**config.mk**
```make
export PLATFORM = sky130hd
export DESIGN_NAME = char_stream_calculator_core_flat
export DESIGN_NICKNAME = d
export VERILOG_FILES = /design/src/sv/csc_pkg.sv /design/src/sv/csc_in_if.sv /design/src/sv/csc_out_if.sv /design/src/sv/csc_muldiv.sv /design/src/sv/char_stream_calculator_core.sv /design/src/flat_wrapper.sv
export SDC_FILE = /design/constraint.sdc
export NUM_CORES = 1
export LEC_CHECK = 0
export ABC_AREA = 1
export BUFFER_PORTS_ARGS = -buffer_cell sky130_fd_sc_hd__clkbuf_2
export CAP_MARGIN = 40
export CORE_MARGIN = 3
export CORE_UTILIZATION = 50
export CTS_BUF_LIST = sky130_fd_sc_hd__clkbuf_4
export DETAILED_ROUTE_END_ITERATION = 10
export GPL_ROUTABILITY_DRIVEN = 0
export PLACE_DENSITY_LB_ADDON = 0.25
export REMOVE_ABC_BUFFERS = 1
export SETUP_SLACK_MARGIN = 0.4
export SYNTH_ARGS = -nofsm -noshare
export SYNTH_HDL_FRONTEND = slang
export SYNTH_HIERARCHICAL = 1
export SYNTH_SLANG_ARGS = --single-unit
```
**constraint.sdc**
```tcl
create_clock -name clk_i -period 11.82 [get_ports clk_i]
set_clock_uncertainty 0.2 [all_clocks]
set_input_delay 2.364 -clock clk_i [delete_from_list [all_inputs] [get_ports clk_i]]
set_output_delay 2.364 -clock clk_i [all_outputs]
set_load 0.01 [all_outputs]
```
**src/sv/csc_pkg.sv**
```systemverilog
package csc_pkg;

  // Default width of the running value and of the arithmetic.
  localparam int CSC_VALUE_WIDTH = 32;

  localparam int CHAR_W   = 8;
  localparam int RESULT_W = 32;
  localparam int STATUS_W = 2;

  // Recognized characters.
  localparam logic [CHAR_W-1:0] CH_ZERO  = 8'h30;
  localparam logic [CHAR_W-1:0] CH_NINE  = 8'h39;
  localparam logic [CHAR_W-1:0] CH_PLUS  = 8'h2B;
  localparam logic [CHAR_W-1:0] CH_MINUS = 8'h2D;
  localparam logic [CHAR_W-1:0] CH_STAR  = 8'h2A;
  localparam logic [CHAR_W-1:0] CH_SLASH = 8'h2F;

  // Status codes.
  localparam logic [STATUS_W-1:0] ERR_NONE      = 2'd0;
  localparam logic [STATUS_W-1:0] ERR_DIV_ZERO  = 2'd1;
  localparam logic [STATUS_W-1:0] ERR_SATURATED = 2'd2;

  typedef enum logic [2:0] {
    OP_NONE = 3'd0,
    OP_ADD  = 3'd1,
    OP_SUB  = 3'd2,
    OP_MUL  = 3'd3,
    OP_DIV  = 3'd4
  } csc_op_e;

  typedef enum logic [2:0] {
    PH_SEEK_DIGIT = 3'b001,
    PH_GATHER     = 3'b010,
    PH_SEEK_OP    = 3'b100
  } csc_phase_e;

  typedef enum logic [2:0] {
    ST_IDLE = 3'b001,
    ST_BUSY = 3'b010,
    ST_EMIT = 3'b100
  } csc_state_e;

  // Request from the control path to the serial multiply/divide unit.
  typedef struct packed {
    logic start;
    logic is_div;
  } csc_md_ctrl_t;

endpackage

```
**src/sv/csc_in_if.sv**
```systemverilog
interface csc_in_if import csc_pkg::*; ();
  logic              valid;
  logic              ready;
  logic [CHAR_W-1:0] character;
  logic              last;

  modport source (output valid, output character, output last, input ready);
  modport sink   (input valid, input character, input last, output ready);
endinterface

```
**src/sv/csc_out_if.sv**
```systemverilog
interface csc_out_if import csc_pkg::*; ();
  logic                       valid;
  logic                       ready;
  logic signed [RESULT_W-1:0] result;
  logic        [STATUS_W-1:0] status;

  modport source (output valid, output result, output status, input ready);
  modport sink   (input valid, input result, input status, output ready);
endinterface

```
**src/sv/csc_muldiv.sv**
```systemverilog
// Bit-serial multiply (shift and add) and restoring divide, one bit per cycle.
module csc_muldiv import csc_pkg::*; #(
  parameter int VALUE_WIDTH = CSC_VALUE_WIDTH
) (
  input  logic                   clk_i,
  input  logic                   rst_ni,
  input  csc_md_ctrl_t           ctrl_i,
  input  logic [VALUE_WIDTH-1:0] lhs_i,
  input  logic [VALUE_WIDTH-2:0] rhs_i,
  output logic                   done_o,
  output logic [VALUE_WIDTH-1:0] res_o
);

  localparam int CntW = $clog2(VALUE_WIDTH + 1);

  logic                   busy_q;
  logic                   done_q;
  logic                   is_div_q;
  logic                   neg_q;
  logic [CntW-1:0]        cnt_q;
  logic [VALUE_WIDTH-1:0] a_q;
  logic [VALUE_WIDTH-2:0] b_q;
  logic [VALUE_WIDTH-1:0] acc_q;

  logic [VALUE_WIDTH-1:0] mul_sum;
  logic [VALUE_WIDTH-1:0] trial;
  logic [VALUE_WIDTH-1:0] divisor;
  logic [VALUE_WIDTH-1:0] diff;
  logic                   fits;

  // Multiply: a_q is the shifted multiplicand, b_q the multiplier, acc_q the product.
  // Divide: a_q shifts the dividend out and the quotient in, acc_q holds the remainder.
  assign mul_sum = acc_q + (b_q[0] ? a_q : '0);
  assign trial   = {acc_q[VALUE_WIDTH-2:0], a_q[VALUE_WIDTH-1]};
  assign divisor = {1'b0, b_q};
  assign diff    = trial - divisor;
  assign fits    = (trial >= divisor);

  always_ff @(posedge clk_i or negedge rst_ni) begin
    if (!rst_ni) begin
      busy_q   <= 1'b0;
      done_q   <= 1'b0;
      is_div_q <= 1'b0;
      cnt_q    <= '0;
    end else begin
      done_q <= 1'b0;
      if (ctrl_i.start) begin
        busy_q   <= 1'b1;
        is_div_q <= ctrl_i.is_div;
        cnt_q    <= ctrl_i.is_div ? CntW'(VALUE_WIDTH) : CntW'(VALUE_WIDTH - 1);
      end else if (busy_q) begin
        cnt_q <= cnt_q - CntW'(1);
        if (cnt_q == CntW'(1)) begin
          busy_q <= 1'b0;
          done_q <= 1'b1;
        end
      end
    end
  end

  always_ff @(posedge clk_i) begin
    if (ctrl_i.start) begin
      acc_q <= '0;
      b_q   <= rhs_i;
      neg_q <= ctrl_i.is_div & lhs_i[VALUE_WIDTH-1];
      if (ctrl_i.is_div && lhs_i[VALUE_WIDTH-1]) begin
        a_q <= '0 - lhs_i;
      end else begin
        a_q <= lhs_i;
      end
    end else if (busy_q) begin
      if (is_div_q) begin
        acc_q <= fits ? diff : trial;
        a_q   <= {a_q[VALUE_WIDTH-2:0], fits};
      end else begin
        acc_q <= mul_sum;
        a_q   <= {a_q[VALUE_WIDTH-2:0], 1'b0};
        b_q   <= {1'b0, b_q[VALUE_WIDTH-2:1]};
      end
    end
  end

  assign done_o = done_q;
  assign res_o  = is_div_q ? (neg_q ? ('0 - a_q) : a_q) : acc_q;

endmodule

```
**src/sv/char_stream_calculator_core.sv**
```systemverilog
// An item that commits no product or quotient is absorbed as it is accepted; a multiply
// or a divide by a nonzero number waits in ST_BUSY until the bit-serial unit is done.
// Throughput: one beat per cycle, except while the bit-serial multiply/divide unit runs
// or a result waits in ST_EMIT, since ready is low outside ST_IDLE.
// A final beat leads to ST_EMIT, which loads the result into the output register once it is free.
// Reset (rst_ni, asynchronous, active low) clears the calculator state and the output valid.
module char_stream_calculator_core import csc_pkg::*; #(
  parameter int VALUE_WIDTH = CSC_VALUE_WIDTH
) (
  input  logic       clk_i,
  input  logic       rst_ni,
  csc_in_if.sink     in_i,
  csc_out_if.source  out_o
);

  localparam int AccW  = VALUE_WIDTH - 1;
  localparam int ProdW = VALUE_WIDTH + 3;

  // Control state.
  csc_state_e             st_q, st_d;
  csc_phase_e             phase_q, phase_d;
  csc_op_e                op_q, op_d;
  logic [AccW-1:0]        acc_q, acc_d;
  logic                   have_q, have_d;
  logic [VALUE_WIDTH-1:0] rv_q, rv_d;
  logic [STATUS_W-1:0]    err_q, err_d;
  logic                   last_q, last_d;
  logic                   out_valid_q, out_valid_d;

  // Output payload register.
  logic [RESULT_W-1:0]    out_result_q;
  logic [STATUS_W-1:0]    out_status_q;
  logic [RESULT_W-1:0]    rv_low;

  // Character decode.
  logic                   accept;
  logic                   is_digit;
  logic                   is_op;
  csc_op_e                op_code;
  logic [ProdW-1:0]       acc_ext;
  logic [ProdW-1:0]       scaled;
  logic                   sat;
  logic [AccW-1:0]        acc_next;

  // Per-beat decisions.
  logic                   gather_digit;
  logic                   end_number;
  logic                   abort_gather;
  logic                   take_op;
  logic                   commit;
  logic [AccW-1:0]        commit_num;
  logic                   flag_sat;
  logic                   flag_dz;
  logic                   emit_fire;

  // Serial arithmetic unit.
  csc_md_ctrl_t           md_ctrl;
  logic                   md_done;
  logic [VALUE_WIDTH-1:0] md_res;

  csc_muldiv #(
    .VALUE_WIDTH (VALUE_WIDTH)
  ) u_muldiv (
    .clk_i  (clk_i),
    .rst_ni (rst_ni),
    .ctrl_i (md_ctrl),
    .lhs_i  (rv_q),
    .rhs_i  (commit_num),
    .done_o (md_done),
    .res_o  (md_res)
  );

  assign in_i.ready = (st_q == ST_IDLE);
  assign accept     = in_i.valid && in_i.ready;

  // A digit's value is the low nibble of its ASCII code.
  assign is_digit = (in_i.character >= CH_ZERO) && (in_i.character <= CH_NINE);

  always_comb begin
    is_op   = 1'b1;
    op_code = OP_ADD;
    unique case (in_i.character)
      CH_PLUS:  op_code = OP_ADD;
      CH_MINUS: op_code = OP_SUB;
      CH_STAR:  op_code = OP_MUL;
      CH_SLASH: op_code = OP_DIV;
      default:  is_op   = 1'b0;
    endcase
  end

  // Accumulator times ten plus the digit; any bit at or above the sign position of
  // the value means the number left the positive range and saturates.
  assign acc_ext  = ProdW'(acc_q);
  assign scaled   = (acc_ext << 3) + (acc_ext << 1) + ProdW'(in_i.character[3:0]);
  assign sat      = |scaled[ProdW-1:AccW];
  assign acc_next = sat ? '1 : scaled[AccW-1:0];

  // A non-digit while gathering ends the number, and that same character may then be
  // taken as the operator. On a final beat a trailing space is implied, which commits a
  // number that the final character extended.
  assign gather_digit = is_digit && ((phase_q == PH_SEEK_DIGIT) || (phase_q == PH_GATHER));
  assign end_number   = !is_digit && (phase_q == PH_GATHER) && have_q;
  assign abort_gather = !is_digit && (phase_q == PH_GATHER) && !have_q;
  assign take_op      = is_op && (end_number || (phase_q == PH_SEEK_OP));
  assign commit       = end_number || (gather_digit && in_i.last);
  assign commit_num   = gather_digit ? acc_next : acc_q;

  assign emit_fire = (st_q == ST_EMIT) && (!out_valid_q || out_o.ready);

  always_comb begin
    st_d        = st_q;
    phase_d     = phase_q;
    op_d        = op_q;
    acc_d       = acc_q;
    have_d      = have_q;
    rv_d        = rv_q;
    err_d       = err_q;
    last_d      = last_q;
    out_valid_d = out_valid_q;
    md_ctrl     = '0;
    flag_sat    = 1'b0;
    flag_dz     = 1'b0;

    if (out_valid_q && out_o.ready) begin
      out_valid_d = 1'b0;
    end

    unique case (st_q)
      ST_IDLE: begin
        if (accept) begin
          last_d = in_i.last;
          if (gather_digit) begin
            acc_d    = acc_next;
            have_d   = 1'b1;
            phase_d  = PH_GATHER;
            flag_sat = sat;
          end
          if (abort_gather) begin
            phase_d = PH_SEEK_DIGIT;
          end
          if (commit) begin
            acc_d   = '0;
            have_d  = 1'b0;
            phase_d = PH_SEEK_OP;
            unique case (op_q)
              OP_NONE: rv_d = {1'b0, commit_num};
              OP_ADD:  rv_d = rv_q + {1'b0, commit_num};
              OP_SUB:  rv_d = rv_q - {1'b0, commit_num};
              OP_MUL: begin
                md_ctrl.start  = 1'b1;
                md_ctrl.is_div = 1'b0;
              end
              OP_DIV: begin
                if (commit_num == '0) begin
                  flag_dz = 1'b1;
                end else begin
                  md_ctrl.start  = 1'b1;
                  md_ctrl.is_div = 1'b1;
                end
              end
              default: rv_d = rv_q;
            endcase
          end
          if (take_op) begin
            op_d    = op_code;
            phase_d = PH_SEEK_DIGIT;
          end
          // The first error sticks until the expression ends.
          if (err_q == ERR_NONE) begin
            if (flag_sat) begin
              err_d = ERR_SATURATED;
            end else if (flag_dz) begin
              err_d = ERR_DIV_ZERO;
            end
          end
          if (md_ctrl.start) begin
            st_d = ST_BUSY;
          end else if (in_i.last) begin
            st_d = ST_EMIT;
          end
        end
      end
      ST_BUSY: begin
        if (md_done) begin
          rv_d = md_res;
          st_d = last_q ? ST_EMIT : ST_IDLE;
        end
      end
      ST_EMIT: begin
        if (emit_fire) begin
          out_valid_d = 1'b1;
          phase_d     = PH_SEEK_DIGIT;
          op_d        = OP_NONE;
          acc_d       = '0;
          have_d      = 1'b0;
          rv_d        = '0;
          err_d       = ERR_NONE;
          last_d      = 1'b0;
          st_d        = ST_IDLE;
        end
      end
      default: st_d = ST_IDLE;
    endcase
  end

  always_ff @(posedge clk_i or negedge rst_ni) begin
    if (!rst_ni) begin
      st_q        <= ST_IDLE;
      phase_q     <= PH_SEEK_DIGIT;
      op_q        <= OP_NONE;
      acc_q       <= '0;
      have_q      <= 1'b0;
      rv_q        <= '0;
      err_q       <= ERR_NONE;
      last_q      <= 1'b0;
      out_valid_q <= 1'b0;
    end else begin
      st_q        <= st_d;
      phase_q     <= phase_d;
      op_q        <= op_d;
      acc_q       <= acc_d;
      have_q      <= have_d;
      rv_q        <= rv_d;
      err_q       <= err_d;
      last_q      <= last_d;
      out_valid_q <= out_valid_d;
    end
  end

  // The result carries the low 32 bits of the running value, zero-extended when
  // the value is narrower.
  if (VALUE_WIDTH >= RESULT_W) begin : g_res_trunc
    assign rv_low = rv_q[RESULT_W-1:0];
  end else begin : g_res_ext
    assign rv_low = {{(RESULT_W - VALUE_WIDTH){1'b0}}, rv_q};
  end

  always_ff @(posedge clk_i) begin
    if (emit_fire) begin
      out_result_q <= rv_low;
      out_status_q <= err_q;
    end
  end

  assign out_o.valid  = out_valid_q;
  assign out_o.result = out_result_q;
  assign out_o.status = out_status_q;

`ifndef SYNTHESIS
  a_done_in_busy: assert property (@(posedge clk_i) disable iff (!rst_ni)
    md_done |-> (st_q == ST_BUSY))
    else $error("serial unit finished outside the busy state");

  a_emit_clears: assert property (@(posedge clk_i) disable iff (!rst_ni)
    emit_fire |=> (out_valid_q && rv_q == '0 && err_q == ERR_NONE &&
                   phase_q == PH_SEEK_DIGIT && op_q == OP_NONE))
    else $error("state not cleared after a result was loaded");

  a_err_code: assert property (@(posedge clk_i) disable iff (!rst_ni)
    (err_q == ERR_NONE) || (err_q == ERR_DIV_ZERO) || (err_q == ERR_SATURATED))
    else $error("undefined error code");

  a_have_gather: assert property (@(posedge clk_i) disable iff (!rst_ni)
    have_q |-> (phase_q == PH_GATHER))
    else $error("digit pending outside the gather phase");

  a_acc_have: assert property (@(posedge clk_i) disable iff (!rst_ni)
    (acc_q != '0) |-> have_q)
    else $error("accumulator holds a number with no digit gathered");
`endif

endmodule

```
**src/flat_wrapper.sv**
```systemverilog
// flat-port wrapper written by rule: the top's interface ports become plain ports
module char_stream_calculator_core_flat import csc_pkg::*;
#(
  parameter int VALUE_WIDTH = CSC_VALUE_WIDTH
)
  (clk_i, rst_ni, in_i_valid, in_i_character, in_i_last, in_i_ready, out_o_valid, out_o_result, out_o_status, out_o_ready);
  csc_in_if in_i_i ();
  csc_out_if out_o_i ();
  input  logic clk_i;
  input  logic rst_ni;
  input wire logic [$bits(in_i_i.valid)-1:0] in_i_valid;
  input wire logic [$bits(in_i_i.character)-1:0] in_i_character;
  input wire logic [$bits(in_i_i.last)-1:0] in_i_last;
  output wire logic [$bits(in_i_i.ready)-1:0] in_i_ready;
  output wire logic [$bits(out_o_i.valid)-1:0] out_o_valid;
  output wire logic [$bits(out_o_i.result)-1:0] out_o_result;
  output wire logic [$bits(out_o_i.status)-1:0] out_o_status;
  input wire logic [$bits(out_o_i.ready)-1:0] out_o_ready;
  assign in_i_i.valid = in_i_valid;
  assign in_i_i.character = in_i_character;
  assign in_i_i.last = in_i_last;
  assign in_i_ready = in_i_i.ready;
  assign out_o_valid = out_o_i.valid;
  assign out_o_result = out_o_i.result;
  assign out_o_status = out_o_i.status;
  assign out_o_i.ready = out_o_ready;
  char_stream_calculator_core #(.VALUE_WIDTH(VALUE_WIDTH)) u_core (.clk_i(clk_i), .rst_ni(rst_ni), .in_i(in_i_i), .out_o(out_o_i));
endmodule
```
==> impl_results.rst <==
.. list-table::
   :header-rows: 1

   * - Metric
     - Value
   * - Run status
     - finished clean
   * - TritonCTS clock tree
     - done
   * - Final Max Slew Viols
     - 0
   * - Worst Hold Class
     - reg -> reg
   * - Initial Utilization
     - 51.3%
   * - DR iter-0 viols
     - between 1.5k and 2k
   * - Final wirelength
     - between 70000 and 80000 um
   * - Number of antenna violations at the first check in global routing
     - 1
   * - CP peak stage delay
     - roughly 0.55 ns
   * - Startpoint types
     - input port
   * - DR WL/cell
     - approximately 17 um
   * - Global route total overflow
     - 0
   * - Transition time at the pin with the least slew margin
     - between 0.8 and 0.9 ns
   * - Count of buffers inserted at the top-level ports
     - 48
   * - Number of max-cap violations
     - 0
   * - Count of antenna-violating nets left after detailed routing
     - 0
   * - Number of register bits inferred by synthesis
     - about 220
   * - Total number of H-tree levels
     - 3
   * - HPWL Detailed
     - around 56000 um
   * - Count of hold buffers inserted by post-cts repair
     - 0
   * - Maximum number of pins on one net before global-route repair
     - 70
   * - Net count reported at finish
     - about 3.7k
   * - Overall die height
     - approximately 220 um
   * - Via count of the first global-routing pass
     - roughly 22k
   * - Average footprint of a synthesized cell
     - between 6 and 7 sq um
   * - First-pass iteration count of the detailed router
     - 6
   * - Final hold violation count
     - 0
   * - Endpoint type of the worst setup path
     - register
   * - Endpoint of the worst hold-timing path
     - u_core/out_o.status[1]
   * - WP data arrival
     - between 8 and 9 ns
   * - Total of cells resized after clock tree synthesis
     - 0
   * - Cell repeated most along the worst path
     - sky130_fd_sc_hd__nand2_1
   * - Total Neg Setup Slack
     - 0 ns
   * - Count of synthesis-stage warnings from yosys
     - 6
   * - Vias
     - 22.6k
   * - Number of unique standard cell types used by synthesis
     - between 60 and 70
   * - Time the final worst path needs with I/O delays and setup
     - 8.31 ns
   * - Worst EP required
     - between 10 and 15 ns
   * - DR DRC count
     - 0
   * - Die Footprint
     - 47200 sq um
   * - Number of buffers created by CTS
     - between 60 and 70
   * - RSZ-0062 raised after global routing
     - no
   * - Slew Limit Headroom
     - roughly 45%
   * - Total number of clock tree sinks
     - 216
   * - Number of vias per cell
     - ~5.4
   * - Highest-delay cell along the critical path
     - sky130_fd_sc_hd__fa_1
   * - Number of stages on the worst hold path
     - 0
   * - Global-route wire length before repair
     - approximately 110000 um
   * - CORE AREA
     - 43600 sq um
   * - Post-Synthesis Cell Area
     - roughly 22000 sq um
   * - Start point of the worst hold path
     - u_core/err_q[1]
   * - Fraction of the yosys area taken by sequential cells
     - about a quarter
   * - Count of buffers added by post-CTS timing repair for setup
     - 0
   * - Max clock buf depth
     - 3
   * - Skew-Pair Late Insertion Delay
     - between 0.7 and 0.8 ns
   * - Area taken by multi-input logic gates
     - ~14000 sq um
   * - GRT Resource Usage Total
     - 29.7%
   * - Sequential standard cell area
     - 5740 sq um
   * - Clock edge transition at the registers on the reported setup and hold paths
     - approximately 0.060 ns
   * - Minimum setup slack among reg-to-reg paths
     - about 4.8 ns
   * - Critical R2R Launch
     - u_core/acc_q[0]
   * - Largest driver fanout on the critical path
     - 14
   * - Endpoint of the worst register-to-register path
     - u_core/rv_low[26]
   * - Layout cells sized above 1
     - between 10% and 20%
   * - Final period utilization
     - a little over two thirds
   * - Post-synthesis instance total
     - approximately 3.5k
   * - Filler cells
     - around 4.4k
   * - Asr flop ratio synth
     - 39.8%
   * - Final setup violating endpoints
     - 0
   * - Number of flops mapped to enable cells by yosys
     - 98
   * - Row Count
     - between 70 and 80
   * - Most used flip-flop cell after synthesis
     - sky130_fd_sc_hd__edfxtp_1
   * - Area growth syn-to-layout
     - 7.90%
   * - Die W
     - 217 um
   * - Number of cells on the worst reg-to-reg path
     - 33
   * - I/O pin total
     - between 40 and 50
   * - Maximum clock rate
     - between 100 and 150 MHz
   * - Clock tree root driver cell
     - sky130_fd_sc_hd__clkbuf_4
   * - CP Class
     - in -> reg
-- critical path, delay by kind of cell --
family / cells / cell delay (ns)
AO/OA/AOI/OAI: 10 / 2.61
AND/OR/NAND/NOR: 19 / 2.01
adder cells (fa/ha/maj): 4 / 1.59
buffers and inverters: 1 / 0.14
-- sequential cells by signal (all words and copies together), names as in the netlist, 6 cells and up --
name                   count
u_core/acc_q              31
u_core/out_o.result       32
u_core/rv_low             32
u_core/u_muldiv/a_q       32
u_core/u_muldiv/acc_q     32
u_core/u_muldiv/b_q       31
u_core/u_muldiv/cnt_q      6
-- worst max-delay path by stage --
stage	start	to	slack (ns)
2_1_floorplan	in_i_character[3]	u_core/u_muldiv/b_q[0]	0.51
3_3_place_gp	in_i_character[3]	u_core/rv_low[26]	2.96
3_5_place_dp	in_i_character[3]	u_core/rv_low[26]	2.83
4_1_cts	in_i_character[3]	u_core/rv_low[26]	3.64
5_1_grt	in_i_character[3]	u_core/rv_low[26]	2.95
6_report	in_i_character[3]	u_core/rv_low[26]	3.51
-- Yosys cell counts, types with 29 or more instances --
library cell,instances,area (sq um)
sky130_fd_sc_hd__edfxtp_1,98,2940
sky130_fd_sc_hd__a21oi_1,178,891
sky130_fd_sc_hd__nand3_1,182,911
sky130_fd_sc_hd__nor2_1,282,1060
sky130_fd_sc_hd__inv_1,528,1980
sky130_fd_sc_hd__o21ai_0,198,991
sky130_fd_sc_hd__inv_2,29,109
sky130_fd_sc_hd__nand2_1,1051,3950
sky130_fd_sc_hd__dfxtp_1,32,641
sky130_fd_sc_hd__nand2_2,63,394
sky130_fd_sc_hd__o22ai_1,36,225
sky130_fd_sc_hd__clkbuf_1,55,206
sky130_fd_sc_hd__xor2_1,112,981
sky130_fd_sc_hd__nor3_1,43,215
sky130_fd_sc_hd__nand4_1,34,213
sky130_fd_sc_hd__dfrtp_1,84,2100
sky130_fd_sc_hd__ha_1,160,2000
-- through the flow --
stage	hold slack [ns]	setup slack, ns	std cells	instance area [sq um]	utilization [%]
floorplan	0.242	0.509	3386	21900	-
global placement	0.266	2.96	4037	23100	52.9
detailed placement	0.265	2.83	4043	23200	53.2
CTS	0.273	3.64	4163	24100	55.3
global route	0.294	2.95	4164	24100	55.3
finish	0.273	3.51	4164	24100	55.3
-- routing by layer --
metal / vias up / part of all wire, % / track usage, %
met5: - / 0 / 0
met4: 0 / 4.4 / 13.1
met3: 169 / 6.6 / 4.04
met2: 783 / 47 / 50.9
met1: 10400 / 42 / 37.3
li1: 11300 / - / -
-- kinds of logic (layout without fill, tap and decap cells) --
logic type      Yosys count  count (layout)  share of synthesized area, %
simple gates           1765            1765                          34.3
buf+inv                 646             757                          11.3
compound gates          539             539                          13.9
flops                   216             216                          25.7
fa+ha+maj               165             165                          9.42
xor+xnor                136             136                          5.34
other cells               0               1                             0
-- layout make-up --
cell class                      instances  share of cell area, %
Inverter                              565                   8.81
Multi-Input combinational cell       2605                   58.5
Tap cell                              585                   3.04
Clock buffer                           94                   2.93
Timing Repair Buffer                   72                   2.04
Clock inverter                         26                  0.862
Sequential cell                       216                   23.8
Antenna cell                            1                 0.0104
-- cells in the final DEF (no fill, tap or decap), types with 7 or more instances in the layout --
| cell type | netlist | final |
|---|---|---|
| sky130_fd_sc_hd__a211oi_1 | 7 | 7 |
| sky130_fd_sc_hd__a21o_1 | 9 | 9 |
| sky130_fd_sc_hd__a21oi_1 | 178 | 178 |
| sky130_fd_sc_hd__a21oi_2 | 7 | 7 |
| sky130_fd_sc_hd__a31oi_1 | 17 | 17 |
| sky130_fd_sc_hd__buf_4 | 0 | 21 |
| sky130_fd_sc_hd__clkbuf_2 | 0 | 47 |
| sky130_fd_sc_hd__clkbuf_4 | 0 | 94 |
| sky130_fd_sc_hd__clkinv_1 | 8 | 24 |
| sky130_fd_sc_hd__dfrtp_1 | 84 | 83 |
| sky130_fd_sc_hd__dfxtp_1 | 32 | 32 |
| sky130_fd_sc_hd__edfxtp_1 | 98 | 98 |
| sky130_fd_sc_hd__ha_1 | 160 | 160 |
| sky130_fd_sc_hd__inv_1 | 528 | 527 |
| sky130_fd_sc_hd__inv_2 | 29 | 32 |
| sky130_fd_sc_hd__nand2_1 | 1051 | 1051 |
| sky130_fd_sc_hd__nand2_2 | 63 | 63 |
| sky130_fd_sc_hd__nand3_1 | 182 | 182 |
| sky130_fd_sc_hd__nand3_2 | 19 | 19 |
| sky130_fd_sc_hd__nand3b_1 | 22 | 22 |
| sky130_fd_sc_hd__nand4_1 | 34 | 34 |
| sky130_fd_sc_hd__nor2_1 | 282 | 278 |
| sky130_fd_sc_hd__nor2_2 | 10 | 12 |
| sky130_fd_sc_hd__nor2_4 | 11 | 13 |
| sky130_fd_sc_hd__nor3_1 | 43 | 42 |
| sky130_fd_sc_hd__nor3_2 | 10 | 11 |
| sky130_fd_sc_hd__o211ai_1 | 9 | 9 |
| sky130_fd_sc_hd__o21ai_0 | 198 | 197 |
| sky130_fd_sc_hd__o21ai_1 | 10 | 10 |
| sky130_fd_sc_hd__o21ai_2 | 18 | 19 |
| sky130_fd_sc_hd__o21bai_1 | 11 | 11 |
| sky130_fd_sc_hd__o22ai_1 | 36 | 36 |
| sky130_fd_sc_hd__or2_2 | 17 | 17 |
| sky130_fd_sc_hd__xnor2_1 | 24 | 24 |
| sky130_fd_sc_hd__xor2_1 | 112 | 112 |
Power is left out: the tool's default activity adds up to more than one toggle a clock period on the data nets, which glitch-free logic cannot reach.
